$ cat src/brld_pkg.sv
// Shared types, constants and the symbol table for the bar run-length decoder.
// No dependencies; every other file imports this package.
package brld_pkg;

    localparam int CODE_W         = 16;
    localparam int CODE_BITS_DEF  = 12;
    localparam int POS_W          = 6;
    localparam int SMP_W          = 12;
    localparam int LEN_W          = 8;
    localparam int SYM_W          = 6;
    localparam int IDX_W          = 5;
    localparam int CFG_IDX_W      = 3;
    localparam int CFG_DATA_W     = 12;

    // A drop in position larger than this is a wrap, so still forward travel.
    localparam logic [POS_W-1:0] WRAP_GAP = POS_W'(50);

    localparam logic [SMP_W-1:0] DARK_THR_RST  = SMP_W'(2048);
    localparam logic [SMP_W-1:0] LIGHT_THR_RST = SMP_W'(1024);
    localparam logic [LEN_W-1:0] ZERO_MIN_RST  = LEN_W'(1);
    localparam logic [LEN_W-1:0] ZERO_MAX_RST  = LEN_W'(4);
    localparam logic [LEN_W-1:0] ONE_MIN_RST   = LEN_W'(5);
    localparam logic [LEN_W-1:0] ONE_MAX_RST   = LEN_W'(9);
    localparam logic [LEN_W-1:0] MARK_MIN_RST  = LEN_W'(10);
    localparam logic [LEN_W-1:0] MARK_MAX_RST  = LEN_W'(18);
    localparam logic [LEN_W-1:0] LEN_SAT       = '1;

    typedef enum logic [CFG_IDX_W-1:0] {
        REG_DARK_THR  = 3'd0,
        REG_LIGHT_THR = 3'd1,
        REG_ZERO_MIN  = 3'd2,
        REG_ZERO_MAX  = 3'd3,
        REG_ONE_MIN   = 3'd4,
        REG_ONE_MAX   = 3'd5,
        REG_MARK_MIN  = 3'd6,
        REG_MARK_MAX  = 3'd7
    } reg_index_t;

    typedef enum logic [1:0] {
        ST_DECODED  = 2'd0,
        ST_REJECTED = 2'd1,
        ST_BAD_LEN  = 2'd2
    } status_t;

    // Outcome of orienting and looking up a captured code.
    typedef struct packed {
        logic [CODE_W-1:0] raw_code;
        logic [SYM_W-1:0]  symbol_bits;
        logic [IDX_W-1:0]  symbol_index;
        logic              rejected;
    } sym_result_t;

    function automatic logic [IDX_W-1:0] sym_lookup(input logic [SYM_W-1:0] sym);
        logic [IDX_W-1:0] idx;
        case (sym)
            6'h07: idx = 5'd1;
            6'h0b: idx = 5'd2;
            6'h0d: idx = 5'd3;
            6'h0e: idx = 5'd4;
            6'h16: idx = 5'd5;
            6'h19: idx = 5'd6;
            6'h29: idx = 5'd7;
            6'h31: idx = 5'd8;
            6'h32: idx = 5'd9;
            6'h2a: idx = 5'd10;
            6'h15: idx = 5'd11;
            6'h13: idx = 5'd12;
            6'h23: idx = 5'd13;
            6'h25: idx = 5'd14;
            6'h26: idx = 5'd15;
            6'h1a: idx = 5'd16;
            6'h1c: idx = 5'd17;
            6'h2c: idx = 5'd18;
            6'h34: idx = 5'd19;
            6'h38: idx = 5'd20;
            default: idx = '0;
        endcase
        return idx;
    endfunction

endpackage

$ cat src/brld_symbol.sv
// Orients a captured shift code, picks the even-position bits and maps them
// through the symbol table. Depends on brld_pkg.
module brld_symbol
    import brld_pkg::*;
#(
    parameter int CODE_BITS = CODE_BITS_DEF
) (
    input  logic [CODE_W-1:0] shift_code,
    input  logic              reverse,
    output sym_result_t       result
);

    logic [CODE_W-1:0] rev_code;
    logic [CODE_W-1:0] code;
    logic [7:0]        even;

    // Mirror the low CODE_BITS bits, clear the rest.
    always_comb begin
        for (int i = 0; i < CODE_W; i++) begin
            if (i < CODE_BITS) begin
                rev_code[i] = shift_code[CODE_BITS-1-i];
            end else begin
                rev_code[i] = 1'b0;
            end
        end
    end

    assign code = reverse ? rev_code : shift_code;

    always_comb begin
        for (int i = 0; i < 8; i++) begin
            even[i] = code[2*i];
        end
    end

    // Bit 12 or bit 14 set means the symbol does not fit: reject it.
    always_comb begin
        result.raw_code     = code;
        result.symbol_bits  = even[SYM_W-1:0];
        result.symbol_index = (even[7:SYM_W] == '0) ? sym_lookup(even[SYM_W-1:0]) : '0;
        result.rejected     = (result.symbol_index == '0);
    end

endmodule

$ cat src/bar_run_length_decoder_unit.sv
// Top level of the bar run-length decoder: handshakes, configuration
// registers, run tracking and the result register. Uses brld_pkg, brld_symbol.
//
//   channel  | ports                              | direction | moves
//   ---------+------------------------------------+-----------+------------------------
//   s_       | s_valid s_ready s_disk_position    | in        | one position + sample
//            | s_adc_sample                       |           |
//   m_       | m_valid m_ready m_status ...       | out       | zero or one decode result
//   cfg_     | cfg_valid cfg_ready cfg_index      | in        | register write request
//            | cfg_data                           |           |
//
// A request is registered at its accepting edge. Its run, code and decode logic
// settles while it is held in the input register, and any result is registered
// into the output register when that is free. One request is taken every cycle unless a stall holds it.
// Reset (aresetn low, synchronous) empties both registers, clears run and
// code state and loads the register defaults. A stalled result holds the
// output register; the input register still drains while the output is free.
// cfg_ready is always high.
module bar_run_length_decoder_unit
    import brld_pkg::*;
#(
    parameter int CODE_BITS = CODE_BITS_DEF
) (
    input  logic                  aclk,
    input  logic                  aresetn,

    input  logic                  s_valid,
    output logic                  s_ready,
    input  logic [POS_W-1:0]      s_disk_position,
    input  logic [SMP_W-1:0]      s_adc_sample,

    output logic                  m_valid,
    input  logic                  m_ready,
    output logic [1:0]            m_status,
    output logic [SYM_W-1:0]      m_symbol_bits,
    output logic [IDX_W-1:0]      m_symbol_index,
    output logic [CODE_W-1:0]     m_raw_code,
    output logic                  m_moving_reverse,
    output logic [LEN_W-1:0]      m_bad_run_length,

    input  logic                  cfg_valid,
    output logic                  cfg_ready,
    input  logic [CFG_IDX_W-1:0]  cfg_index,
    input  logic [CFG_DATA_W-1:0] cfg_data
);

    // ---------------------------------------------------------------
    // Configuration registers
    // ---------------------------------------------------------------
    logic [SMP_W-1:0] dark_thr_reg, light_thr_reg;
    logic [LEN_W-1:0] zero_min_reg, zero_max_reg;
    logic [LEN_W-1:0] one_min_reg, one_max_reg;
    logic [LEN_W-1:0] mark_min_reg, mark_max_reg;

    assign cfg_ready = 1'b1;

    always_ff @(posedge aclk) begin
        if (!aresetn) begin
            dark_thr_reg  <= DARK_THR_RST;
            light_thr_reg <= LIGHT_THR_RST;
            zero_min_reg  <= ZERO_MIN_RST;
            zero_max_reg  <= ZERO_MAX_RST;
            one_min_reg   <= ONE_MIN_RST;
            one_max_reg   <= ONE_MAX_RST;
            mark_min_reg  <= MARK_MIN_RST;
            mark_max_reg  <= MARK_MAX_RST;
        end else if (cfg_valid && cfg_ready) begin
            case (reg_index_t'(cfg_index))
                REG_DARK_THR:  dark_thr_reg  <= cfg_data;
                REG_LIGHT_THR: light_thr_reg <= cfg_data;
                REG_ZERO_MIN:  zero_min_reg  <= cfg_data[LEN_W-1:0];
                REG_ZERO_MAX:  zero_max_reg  <= cfg_data[LEN_W-1:0];
                REG_ONE_MIN:   one_min_reg   <= cfg_data[LEN_W-1:0];
                REG_ONE_MAX:   one_max_reg   <= cfg_data[LEN_W-1:0];
                REG_MARK_MIN:  mark_min_reg  <= cfg_data[LEN_W-1:0];
                REG_MARK_MAX:  mark_max_reg  <= cfg_data[LEN_W-1:0];
                default: ;
            endcase
        end
    end

    // ---------------------------------------------------------------
    // Input register
    // ---------------------------------------------------------------
    logic             in_valid_reg;
    logic [POS_W-1:0] pos_reg;
    logic [SMP_W-1:0] smp_reg;
    logic             m_valid_reg;
    logic             out_free;
    logic             fire;

    // The output register can take a new result when empty or being drained.
    assign out_free = !m_valid_reg || m_ready;
    assign fire     = in_valid_reg && out_free;
    assign s_ready  = !in_valid_reg || out_free;

    always_ff @(posedge aclk) begin
        if (!aresetn) begin
            in_valid_reg <= 1'b0;
        end else if (s_ready) begin
            in_valid_reg <= s_valid;
        end
    end

    always_ff @(posedge aclk) begin
        if (s_valid && s_ready) begin
            pos_reg <= s_disk_position;
            smp_reg <= s_adc_sample;
        end
    end

    // ---------------------------------------------------------------
    // Run and code state
    // ---------------------------------------------------------------
    logic [POS_W-1:0]  last_pos_reg, last_pos_next;
    logic              reverse_next;
    logic [LEN_W-1:0]  dark_run_reg, dark_run_next;
    logic [LEN_W-1:0]  light_run_reg, light_run_next;
    logic [CODE_W-1:0] shift_reg, shift_next;

    logic              is_dark, is_light;
    logic [LEN_W-1:0]  ended_len;
    logic              ended_dark;
    logic              in_zero, in_one, in_mark;
    logic              start_mark;
    logic              res_valid;
    status_t           res_status;
    logic [SYM_W-1:0]  res_sym;
    logic [IDX_W-1:0]  res_idx;
    logic [CODE_W-1:0] res_raw;
    logic [LEN_W-1:0]  res_bad;
    sym_result_t       sym_res;

    // Direction: rising position, or a drop past the wrap gap, is forward.
    // It is fixed anew by every request; only the output register keeps a copy of it.
    always_comb begin
        last_pos_next = pos_reg;
        if (pos_reg > last_pos_reg) begin
            reverse_next = 1'b0;
        end else if ((last_pos_reg - pos_reg) > WRAP_GAP) begin
            reverse_next = 1'b0;
        end else begin
            reverse_next = 1'b1;
        end
    end

    // Run tracking: a dark sample wins when both thresholds are met.
    assign is_dark  = (smp_reg >= dark_thr_reg);
    assign is_light = !is_dark && (smp_reg <= light_thr_reg);

    always_comb begin
        dark_run_next  = dark_run_reg;
        light_run_next = light_run_reg;
        ended_len      = '0;
        ended_dark     = 1'b0;
        if (is_dark) begin
            if (dark_run_reg != LEN_SAT) begin
                dark_run_next = dark_run_reg + LEN_W'(1);
            end
            if (light_run_reg != '0) begin
                ended_len      = light_run_reg;
                light_run_next = '0;
            end
        end else if (is_light) begin
            if (light_run_reg != LEN_SAT) begin
                light_run_next = light_run_reg + LEN_W'(1);
            end
            if (dark_run_reg != '0) begin
                ended_len     = dark_run_reg;
                ended_dark    = 1'b1;
                dark_run_next = '0;
            end
        end
    end

    // Orient and decode the code as it stands before this run is added.
    brld_symbol #(
        .CODE_BITS(CODE_BITS)
    ) u_symbol (
        .shift_code(shift_reg),
        .reverse   (reverse_next),
        .result    (sym_res)
    );

    assign in_zero = (ended_len >= zero_min_reg) && (ended_len <= zero_max_reg);
    assign in_one  = (ended_len >= one_min_reg)  && (ended_len <= one_max_reg);
    assign in_mark = (ended_len >= mark_min_reg) && (ended_len <= mark_max_reg);

    // Dark mark leads going forward, light mark leads in reverse.
    assign start_mark = reverse_next ? !ended_dark : ended_dark;

    // Class the ended run: zero range first, then one, then mark.
    always_comb begin
        shift_next = shift_reg;
        res_valid  = 1'b0;
        res_status = ST_BAD_LEN;
        res_sym    = '0;
        res_idx    = '0;
        res_raw    = '0;
        res_bad    = '0;
        if (ended_len != '0) begin
            if (in_zero) begin
                shift_next = {shift_reg[CODE_W-2:0], 1'b0};
            end else if (in_one) begin
                shift_next = {shift_reg[CODE_W-2:0], 1'b1};
            end else if (in_mark) begin
                shift_next = '0;
                if (!start_mark) begin
                    res_valid  = 1'b1;
                    res_status = sym_res.rejected ? ST_REJECTED : ST_DECODED;
                    res_sym    = sym_res.symbol_bits;
                    res_idx    = sym_res.symbol_index;
                    res_raw    = sym_res.raw_code;
                end
            end else begin
                // Length fits no class: report it and keep the code.
                res_valid = 1'b1;
                res_bad   = ended_len;
            end
        end
    end

    always_ff @(posedge aclk) begin
        if (!aresetn) begin
            last_pos_reg  <= '0;
            dark_run_reg  <= '0;
            light_run_reg <= '0;
            shift_reg     <= '0;
        end else if (fire) begin
            last_pos_reg  <= last_pos_next;
            dark_run_reg  <= dark_run_next;
            light_run_reg <= light_run_next;
            shift_reg     <= shift_next;
        end
    end

    // ---------------------------------------------------------------
    // Output register
    // ---------------------------------------------------------------
    logic [1:0]        status_reg;
    logic [SYM_W-1:0]  sym_reg;
    logic [IDX_W-1:0]  idx_reg;
    logic [CODE_W-1:0] raw_reg;
    logic              dir_reg;
    logic [LEN_W-1:0]  bad_reg;

    always_ff @(posedge aclk) begin
        if (!aresetn) begin
            m_valid_reg <= 1'b0;
        end else if (out_free) begin
            m_valid_reg <= fire && res_valid;
        end
    end

    always_ff @(posedge aclk) begin
        if (fire && res_valid) begin
            status_reg <= res_status;
            sym_reg    <= res_sym;
            idx_reg    <= res_idx;
            raw_reg    <= res_raw;
            dir_reg    <= reverse_next;
            bad_reg    <= res_bad;
        end
    end

    assign m_valid          = m_valid_reg;
    assign m_status         = status_reg;
    assign m_symbol_bits    = sym_reg;
    assign m_symbol_index   = idx_reg;
    assign m_raw_code       = raw_reg;
    assign m_moving_reverse = dir_reg;
    assign m_bad_run_length = bad_reg;

endmodule

$ cat config.mk
export PLATFORM = sky130hd
export DESIGN_NAME = bar_run_length_decoder_unit
export DESIGN_NICKNAME = d
export VERILOG_FILES = /design/src/brld_pkg.sv /design/src/brld_symbol.sv /design/src/bar_run_length_decoder_unit.sv
export SDC_FILE = /design/constraint.sdc
export NUM_CORES = 1
export LEC_CHECK = 0
export ABC_AREA = 1
export BUFFER_PORTS_ARGS = -buffer_cell sky130_fd_sc_hd__buf_4
export CAP_MARGIN = 0
export CORE_ASPECT_RATIO = 0.6
export CORE_MARGIN = 2
export CORE_UTILIZATION = 55
export DETAILED_ROUTE_END_ITERATION = 8
export GPL_TIMING_DRIVEN = 0
export PLACE_DENSITY = 0.75
export SLEW_MARGIN = 15
export SYNTH_ARGS = -nofsm -noshare
export SYNTH_HDL_FRONTEND = slang
export SYNTH_SLANG_ARGS = --single-unit
$ cat constraint.sdc
create_clock -name aclk -period 10.86 [get_ports aclk]
set_input_delay 1.086 -clock aclk [delete_from_list [all_inputs] [get_ports aclk]]
set_output_delay 1.086 -clock aclk [all_outputs]
set_load 0.05 [all_outputs]
==> run metrics, run 1 <==
status=finished, final reports clean; leakage power total=4.46 nW; CP arrival=4.82 ns; CTS tree=built; Clock Pin Slew Worst Setup and Hold Paths=0.07 ns; worst-margin pin slew=1.13 ns; Hold Path Depth=2; Cell Area, Synth=0.00894 mm²; final critical path time including I/O delays and setup=4.77 ns; Nets=1,318; fraction of layout cells with a size suffix above 1=0.152; highest clock rate=0.210 GHz; DR pass1 iterations=6; post-synth top area cell=dfxtp_1; largest net degree at the start of global routing=33; Worst Slack Setup Final=6.09 ns; H-tree levels=4; Fin. Hold Viols=0; post-route clock period utilization=0.439; Power Density=135 mW/mm²; synthesized area per cell=8.14 µm²; Worst path max stage delay=0.86 ns; CTS Root Cell=clkbuf_16; Pins Over Slew Limit=0; dominant synthesized flop cell=dfxtp_1; RSZ-0062 raised after global routing=no; # DRC=0; Clock Skew=0.00983 ns; Largest register FFs=16; share of the synthesized area in the top cell type=0.251; CTS max path bufs=2; DR WL/cell=15.0 µm; FF-to-FF path depth=21; syn_nets=1,223; TNS Setup=0 ns; commonest non-fill, non-tap cell in the layout=nand2_1; total setup buffers inserted after CTS=0; CTS Buf Count=17; Area Growth Syn to Fin=15.4%; FFs w/ async S/R, synth=0; relative slew slack=0.239; ANT cells=0; worst min path class=register to register; most frequent CP cell=nand2_1; via count=7,575; Die X=169 µm; Initial Utilization=0.556; crit path cell chain=ha_1 > nand4_1 > nor3_2 > nand2_1 > nand3_2 > nor2_4 > o21ai_1 > ha_1 > nand2_1 > inv_1 > nand3_1 > inv_1 > nand3_1 > o21ai_0 > nand2_1 > nand2_1 > inv_1 > nand2_1 > nand2_1 > nand2_1 > inv_2; vias in the first global route=6,926; CTS hold repair buffers=0; GRT overflow=0; Ys Warns=0; critical path peak fanout=32; Core ar.=0.0161 mm²; EDFF count, synth=50; Row Count=36; die area=0.0173 mm²; Core Util, Final=0.642; post-detail-place hpwl=15.6 mm; GP Congestion=0.947; CP endpoint kind=register; most frequent cells in the layout=nand2_1, inv_1, a21oi_1; initial drt markers=653; clock sink count=162; worst vdd ir=90.6 µV; global-route wire length before repair=34.5 mm; initial antenna violation count=0; synth top area cells=dfxtp_1, edfxtp_1, ha_1, nand2_1, a21oi_1; Seq/Total Area, Yosys=0.419; DIE HEIGHT=103 µm; clk_lat worst skew=0.42 ns; Total Wirelength=21.2 mm; Post-CTS Resized=0; IO Count=79; post-DR vias/cell=5.35; number of synthesized register bits=162; pre-CTS setup slack=5.75 ns; final setup vio count=0; CP startpoint kind=register; Setup CP Type=register to register; # port buffers=76; GR Util All Layers=0.253; ANT nets after route=0; Syn Inst Count=1,098; Required @ worst endpoint=10.91 ns; CP max-delay cell=o21ai_1; post-synth cell types=45; max cap viols=0
## power breakdown
part           leakage, nW  internal [W]  switching [W]
registers             1.39      0.000639     0.00000648
logic                 2.82     0.0000603       0.000116
clock network        0.248      0.000316       0.000254
## logic make-up after synthesis
kind of cell               count (synthesis)  synth area share
and+or+nand+nor                          382             0.204
adders and majority gates                 87             0.123
AOI/OAI and AO/OA                        254             0.155
buffers and inverters                    210            0.0967
xor gates and xnor gates                   2           0.00196
other                                      1          0.000420
DFF                                      162             0.419
## cell usage after synthesis (3+ instances only)
master / instances
nor2_4: 5
o21ai_0: 87
buf_4: 7
ha_1: 86
buf_6: 6
buf_2: 3
nor3_1: 9
o211ai_1: 8
nand3_2: 12
nand2_1: 173
clkbuf_1: 22
edfxtp_1: 50
nand4_1: 13
a211oi_1: 6
inv_1: 164
o2111ai_1: 3
o21ai_1: 8
nand2_2: 13
dfxtp_1: 112
a21oi_2: 11
nor2_1: 75
a21oi_1: 125
nand2_4: 4
nand3_1: 64
inv_2: 5
## critical path, delay by kind of cell, from the launching register on
family,cells,cell delay [ns]
buffers and inverters,4,0.73
AO/OA/AOI/OAI,2,0.94
adder cells (fa/ha/maj),2,0.74
flip-flops,1,0.40
AND/OR/NAND/NOR,13,1.55
## stage by stage
stage          instance area (µm²)  power [W]  hold slack, ns  std cells
4_1_cts                      10300    0.00139           0.462       1415
3_3_place_gp                  9770   0.000827           0.448       1383
5_1_grt                      10300    0.00145           0.482       1415
3_5_place_dp                  9770   0.000831           0.452       1383
2_1_floorplan                 8940   0.000781           0.435       1098
6_report                     10300    0.00139           0.459       1415
## metal layers
| metal | share of wire | global-route usage | wire length [µm] | vias to the layer above |
|---|---|---|---|---|
| li1 | - | - | - | 3852 |
| met1 | 0.50 | 0.372 | 10600 | 3410 |
| met2 | 0.41 | 0.380 | 8580 | 279 |
| met3 | 0.078 | 0.0468 | 1640 | 34 |
| met4 | 0.018 | 0.0816 | 379 | 0 |
| met5 | 0 | 0 | 0 | - |
## layout make-up
cell class	instances	area, µm²
sequential	162	3740
clock inverter	12	110
inverter	171	642
clock buffer	20	437
tap	209	262
fill	1382	5760
multi-input combinational	726	4330
timing repair buffer	76	571
buffer	39	223
## final timing paths
| check | from | end | slack [ns] |
|---|---|---|---|
| setup / recovery | smp_reg[11]$_DFFE_PP_ | m_bad_run_length[7]$_SDFFCE_PP0P_ | 6.09 |
| hold reg to reg | mark_min_reg[5]$_SDFFE_PN0P_ | mark_min_reg[5]$_SDFFE_PN0P_ | 0.46 |
| setup reg to reg | smp_reg[11]$_DFFE_PP_ | m_bad_run_length[7]$_SDFFCE_PP0P_ | 6.09 |
| hold / removal | mark_min_reg[5]$_SDFFE_PN0P_ | mark_min_reg[5]$_SDFFE_PN0P_ | 0.46 |
No activity file was read; power rests on OpenSTA's default activity.
==> run 2, diff against run 1 <==
- clock period: 10.86 -> 4.52 ns (I/O delays scaled with it)
==> run metrics, run 2 (same netlist as run 1, synthesis figures left out) <==
status=finished, final reports clean; Clock Power Share=0.409; GR Util All Layers=0.254; CTS tree=built; ANT cells=0; NetSw=0.000906 W; Total Wirelength=21.4 mm; GRT busiest layer=met2; Die X=169 µm; die area=0.0173 mm²; initial antenna violation count=0; clk_lat worst skew=0.42 ns; Power Density=322 mW/mm²; grt met1 use=0.372; Hold Startpoint=s_disk_position[0]; r2r startpoint=smp_reg[9]$_DFFE_PP_; highest clock rate=0.238 GHz; Nets=1,324; most frequent cells in the layout=nand2_1, inv_1, a21oi_1; # port buffers=76; post-DR vias/cell=5.35; FF-to-FF path depth=25; Fin. Hold Viols=0; CTS Root Cell=clkbuf_16; dpl cell area=0.00977 mm²; Row Count=36; final critical path time including I/O delays and setup=4.20 ns; critical path peak fanout=10; ANT nets after route=0; most frequent CP cell=a21oi_1; relative slew slack=0.471; Worst path max stage delay=0.41 ns; leakage power total=4.49 nW; Design Area, Final=0.0104 mm²; max cap viols=0; DIE HEIGHT=103 µm; Setup CP Type=register to register; via count=7,600; clock sink count=162; CP endpoint kind=register; Internal=0.00244 W; CP max-delay cell=edfxtp_1; Required @ worst endpoint=4.76 ns; GP Congestion=0.947; # DRC=0; final setup vio count=0; CP startpoint kind=register; worst vdd ir=222 µV; post-detail-place hpwl=15.6 mm; initial drt markers=713; Clock Pin Slew Worst Setup and Hold Paths=0.07 ns; logic gate share of total power=0.128; Seq pwr share=0.463; DR WL/cell=15.0 µm; post-route clock period utilization=0.930; GR Layer Usage met2=0.381; reg2reg setup slack=0.32 ns; vias in the first global route=6,935; Clock Skew=0.00942 ns; global-route wire length before repair=34.6 mm; DR pass1 iterations=5; commonest non-fill, non-tap cell in the layout=nand2_1; Hold Path Depth=1; worst min path class=primary input to register; CP arrival=4.45 ns; Crit. Startpoint=smp_reg[9]$_DFFE_PP_; GRT overflow=0; CP top delay family=simple AND/OR/NAND/NOR gates; reg2reg end=m_raw_code[9]$_SDFFCE_PP0P_; Pins Over Slew Limit=0; fraction of layout cells with a size suffix above 1=0.161; IO Count=79; Core Util, Final=0.648; Largest register FFs=16; CTS max path bufs=2; Buf/Inv on CP=6; CTS Buf Count=17; Initial Utilization=0.556; H-tree levels=4; Area Growth Syn to Fin=16.5%; met3 GRT Util=0.0507; worst-margin pin slew=0.792 ns; switching share of power=0.271; TNS Setup=0 ns; Hold Path End=last_pos_next[0]$_DFFE_PP_; largest net degree at the start of global routing=19; Core ar.=0.0161 mm²; CTS hold repair buffers=0
run 2: cell count changes in the layout (fill, tap and decap cells not counted), moves of 2 or more:
cell	previous run	this run
buf_4	83	86
clkinvlp_4	5	8
nand2_1	173	170
nand2_2	13	16
buf_12	0	2
run 2: timing repair:
| action | 4_1_cts | 5_1_grt |
|---|---|---|
| endpoints found under the hold margin | 0 | 0 |
| resized for setup | 5 | 5 |
| endpoints found under the setup margin | 32 | 41 |
| setup buffers | 0 | 5 |
| gates cloned | 1 | 0 |
| pin swaps | 0 | 1 |
run 2: how the worst max path moves through the flow:
| stage | slack [ns] | end | cells after the start |
|---|---|---|---|
| global route | -0.009 | m_raw_code[11]$_SDFFCE_PP0P_ | 25 |
| CTS | 0.08 | m_moving_reverse$_DFFE_PP_ | 22 |
| floorplan | 0.62 | m_bad_run_length[0]$_SDFFCE_PP0P_ | 22 |
| detailed placement | -0.59 | m_bad_run_length[2]$_SDFFCE_PP0P_ | 21 |
| finish | 0.32 | m_raw_code[9]$_SDFFCE_PP0P_ | 25 |
| global placement | -0.57 | m_bad_run_length[7]$_SDFFCE_PP0P_ | 21 |
run 2: layout make-up:
class | instances | area (µm²)
fillers | 1364 | 5670
multi-input cells | 726 | 4350
flip-flops and latches | 162 | 3740
inverters | 171 | 649
repair buffers | 81 | 633
clock buffers | 20 | 437
well taps | 209 | 262
plain buffers | 39 | 223
clock inverters | 12 | 110
repair inverters | 1 | 7.51
run 2: worst reg2reg max path, cell delays in order, from the launching register on:
cell and delay, ns:
edfxtp_1 0.41, ha_1 0.31, a21oi_1 0.15, nor2_1 0.08
nor3_4 0.17, nand3_2 0.12, nor2_4 0.16, buf_6 0.19
nand3_2 0.08, nand2_2 0.15, clkinvlp_4 0.22, ha_1 0.23
inv_1 0.05, a21oi_1 0.05, o21ai_0 0.14, nand2_1 0.08
nand3_1 0.07, o21ai_0 0.09, nand2_1 0.17, nand2_2 0.14
inv_1 0.13, nand3_1 0.16, nor3_4 0.24, inv_2 0.05
buf_2 0.20, a21oi_1 0.19
run 2: through the flow:
step	std cells	setup slack, ns	hold WS (ns)	total power (W)
2_1_floorplan	1098	0.624	0.435	0.00188
3_3_place_gp	1383	-0.566	0.448	0.00199
3_5_place_dp	1383	-0.592	0.452	0.00200
4_1_cts	1416	0.0825	0.199	0.00335
5_1_grt	1421	-0.00920	0.195	0.00348
6_report	1421	0.316	0.207	0.00335
run 2: per-layer routing:
metal / share of wire / up-vias
li1: - / 3870
met1: 0.49 / 3427
met2: 0.41 / 269
met3: 0.081 / 34
met4: 0.016 / 0
met5: 0 / -
run 2: power groups by stage:
stage / Clock, W / Combinational [W] / Sequential [W]
floorplan: 0 / 0.000293 / 0.00158
global placement: 0 / 0.000405 / 0.00158
detailed placement: 0 / 0.000414 / 0.00158
CTS: 0.00138 / 0.000419 / 0.00155
global route: 0.00144 / 0.000486 / 0.00155
finish: 0.00137 / 0.000428 / 0.00155
==> run 3, diff against run 2 <==
- CELL_PAD_IN_SITES_DETAIL_PLACEMENT: not set -> 2
- CELL_PAD_IN_SITES_GLOBAL_PLACEMENT: not set -> 2
- CORE_MARGIN: 2 -> not set
- CORE_UTILIZATION: 55 -> 36
- CTS_CLUSTER_DIAMETER: not set -> 50
- PLACE_DENSITY: 0.75 -> not set
- PLACE_DENSITY_LB_ADDON: not set -> 0.1
==> run metrics, run 3 (same netlist as run 1, synthesis figures left out) <==
GRT overflow=0; CTS Buf Count=17; Core ar.=0.0243 mm²; initial antenna violation count=1; worst min path class=primary input to register; GP Congestion=0.882; initial drt markers=330; reg2reg setup slack=0.22 ns; Hold Path Depth=1; clk_lat worst skew=0.46 ns; switching share of power=0.275; CTS hold repair buffers=0; ANT nets after route=0; Largest register FFs=16; largest net degree at the start of global routing=33; die area=0.0255 mm²; final critical path time including I/O delays and setup=4.30 ns; Total Wirelength=30.4 mm; leakage power total=4.59 nW; vias in the first global route=8,356; via count=7,911; Clock Skew=0.0120 ns; CP endpoint kind=register; IO Count=79; Initial Utilization=0.368; # port buffers=76; commonest non-fill, non-tap cell in the layout=nand2_1; clock sink count=162; DIE HEIGHT=124 µm; highest clock rate=0.233 GHz; # DRC=0; Row Count=44; post-DR vias/cell=5.14; max cap viols=0; TNS Setup=0 ns; Setup CP Type=register to register; CP startpoint kind=register; CTS Root Cell=clkbuf_16; most frequent cells in the layout=nand2_1, inv_1, a21oi_1; worst vdd ir=241 µV; crit path cell chain=ha_1 > a21oi_1 > nor2_1 > nor3_4 > nand4_4 > buf_4 > buf_4 > nand2_1 > nand2_2 > ha_1 > nand3_1 > inv_1 > nand2_1 > nand3_1 > o21ai_0 > nand2_1 > nand2_4 > inv_2 > nand3_2 > nor3_4 > inv_2 > clkbuf_4 > a21oi_4; critical path peak fanout=10; Fin. Hold Viols=0; Clock Pin Slew Worst Setup and Hold Paths=0.07 ns; post-detail-place hpwl=23.1 mm; relative slew slack=0.358; NetSw=0.000984 W; final-layout fill cell count=2,755; ANT cells=0; Seq pwr share=0.434; Hold Startpoint=s_adc_sample[5]; global-route wire length before repair=46.9 mm; worst-margin pin slew=0.952 ns; CTS max path bufs=2; most frequent CP cell=nand2_1; Power Density=333 mW/mm²; Worst path max stage delay=0.40 ns; CP max-delay cell=edfxtp_1; status=finished, final reports clean; logic gate share of total power=0.136; H-tree levels=4; # placed instances=1,496; FF-to-FF path depth=23; Hold Path End=smp_reg[5]$_DFFE_PP_; Die X=205 µm; Nets=1,329; GR Util All Layers=0.248; area of the multi-input gates=0.00443 mm²; non-filler instance count after layout=1,539; register area=0.00374 mm²; Area Growth Syn to Fin=20.3%; reg2reg end=m_symbol_bits[2]$_SDFFCE_PP0P_; post-route clock period utilization=0.951; r2r startpoint=smp_reg[9]$_DFFE_PP_; CTS tree=built; CP arrival=4.60 ns; fraction of layout cells with a size suffix above 1=0.173; Pins Over Slew Limit=0; Internal=0.00259 W; final setup vio count=0; DR pass1 iterations=4; DR WL/cell=19.7 µm; Clock Power Share=0.430; Required @ worst endpoint=4.82 ns
-- run 3: cell count changes in the layout (fill, tap and decap cells not counted), sizes merged --
cell | before | now
buf | 97 | 101
clkinvlp | 8 | 4
bufinv | 1 | 4
clkinv | 6 | 8
clkbuf | 43 | 44
inv | 169 | 168
-- run 3: area by class of cell --
cell class / instances / area share
sequential: 162 / 0.348
inverter: 171 / 0.0625
multi-input combinational: 726 / 0.412
clock inverter: 12 / 0.0146
timing repair buffer: 86 / 0.0601
clock buffer: 20 / 0.0426
tap: 322 / 0.0375
timing repair inverter: 1 / 0.000815
buffer: 39 / 0.0213
-- run 3: through the flow --
stage,util,instance area (µm²),hold slack (ns),setup WS (ns),total power (W)
2_1_floorplan,-,8940,0.435,0.624,0.00188
3_3_place_gp,0.408,9910,0.452,-0.841,0.00202
3_5_place_dp,0.408,9910,0.455,-0.635,0.00205
4_1_cts,0.437,10600,0.145,0.0149,0.00360
5_1_grt,0.443,10700,0.141,-0.0613,0.00373
6_report,0.443,10700,0.165,0.220,0.00358
-- run 3: worst max-delay path: cells and delay by family, from the launching register on --
kind	cells	cell delay, ns
compound gates	3	0.48
fa+ha+maj	2	0.70
buf+inv	6	0.80
flops	1	0.40
simple gates	12	1.76
-- run 3: power by group through the flow --
stage / Sequential (W) / Combinational, W / Clock [W]
global route: 0.00156 / 0.000541 / 0.00164
global placement: 0.00158 / 0.000437 / 0
detailed placement: 0.00159 / 0.000461 / 0
floorplan: 0.00158 / 0.000293 / 0
finish: 0.00155 / 0.000485 / 0.00154
CTS: 0.00155 / 0.000474 / 0.00158
-- run 3: how the worst max path moves through the flow --
stage / from / end / slack [ns] / depth (start not counted)
2_1_floorplan: smp_reg[9]$_DFFE_PP_ / m_bad_run_length[0]$_SDFFCE_PP0P_ / 0.62 / 22
3_3_place_gp: smp_reg[11]$_DFFE_PP_ / m_bad_run_length[0]$_SDFFCE_PP0P_ / -0.84 / 21
3_5_place_dp: smp_reg[9]$_DFFE_PP_ / m_bad_run_length[0]$_SDFFCE_PP0P_ / -0.63 / 22
4_1_cts: smp_reg[9]$_DFFE_PP_ / m_bad_run_length[7]$_SDFFCE_PP0P_ / 0.01 / 24
5_1_grt: smp_reg[9]$_DFFE_PP_ / m_symbol_bits[2]$_SDFFCE_PP0P_ / -0.06 / 23
6_report: smp_reg[9]$_DFFE_PP_ / m_symbol_bits[2]$_SDFFCE_PP0P_ / 0.22 / 23
-- run 3: timing repair --
item / in CTS / in global routing
gates cloned: 0 / 1
setup endpoints to repair: 71 / 62
setup buffers: 3 / 7
pin swaps: 2 / 5
resized for setup: 14 / 20
-- run 3: metal layers --
layer  up-vias  GRT usage  routed length, µm
met5         -          0                  0
met3        22     0.0390               1240
li1       3866          -                  -
met1      3912      0.364              15900
met4         0     0.0704                342
met2       111      0.373              12900
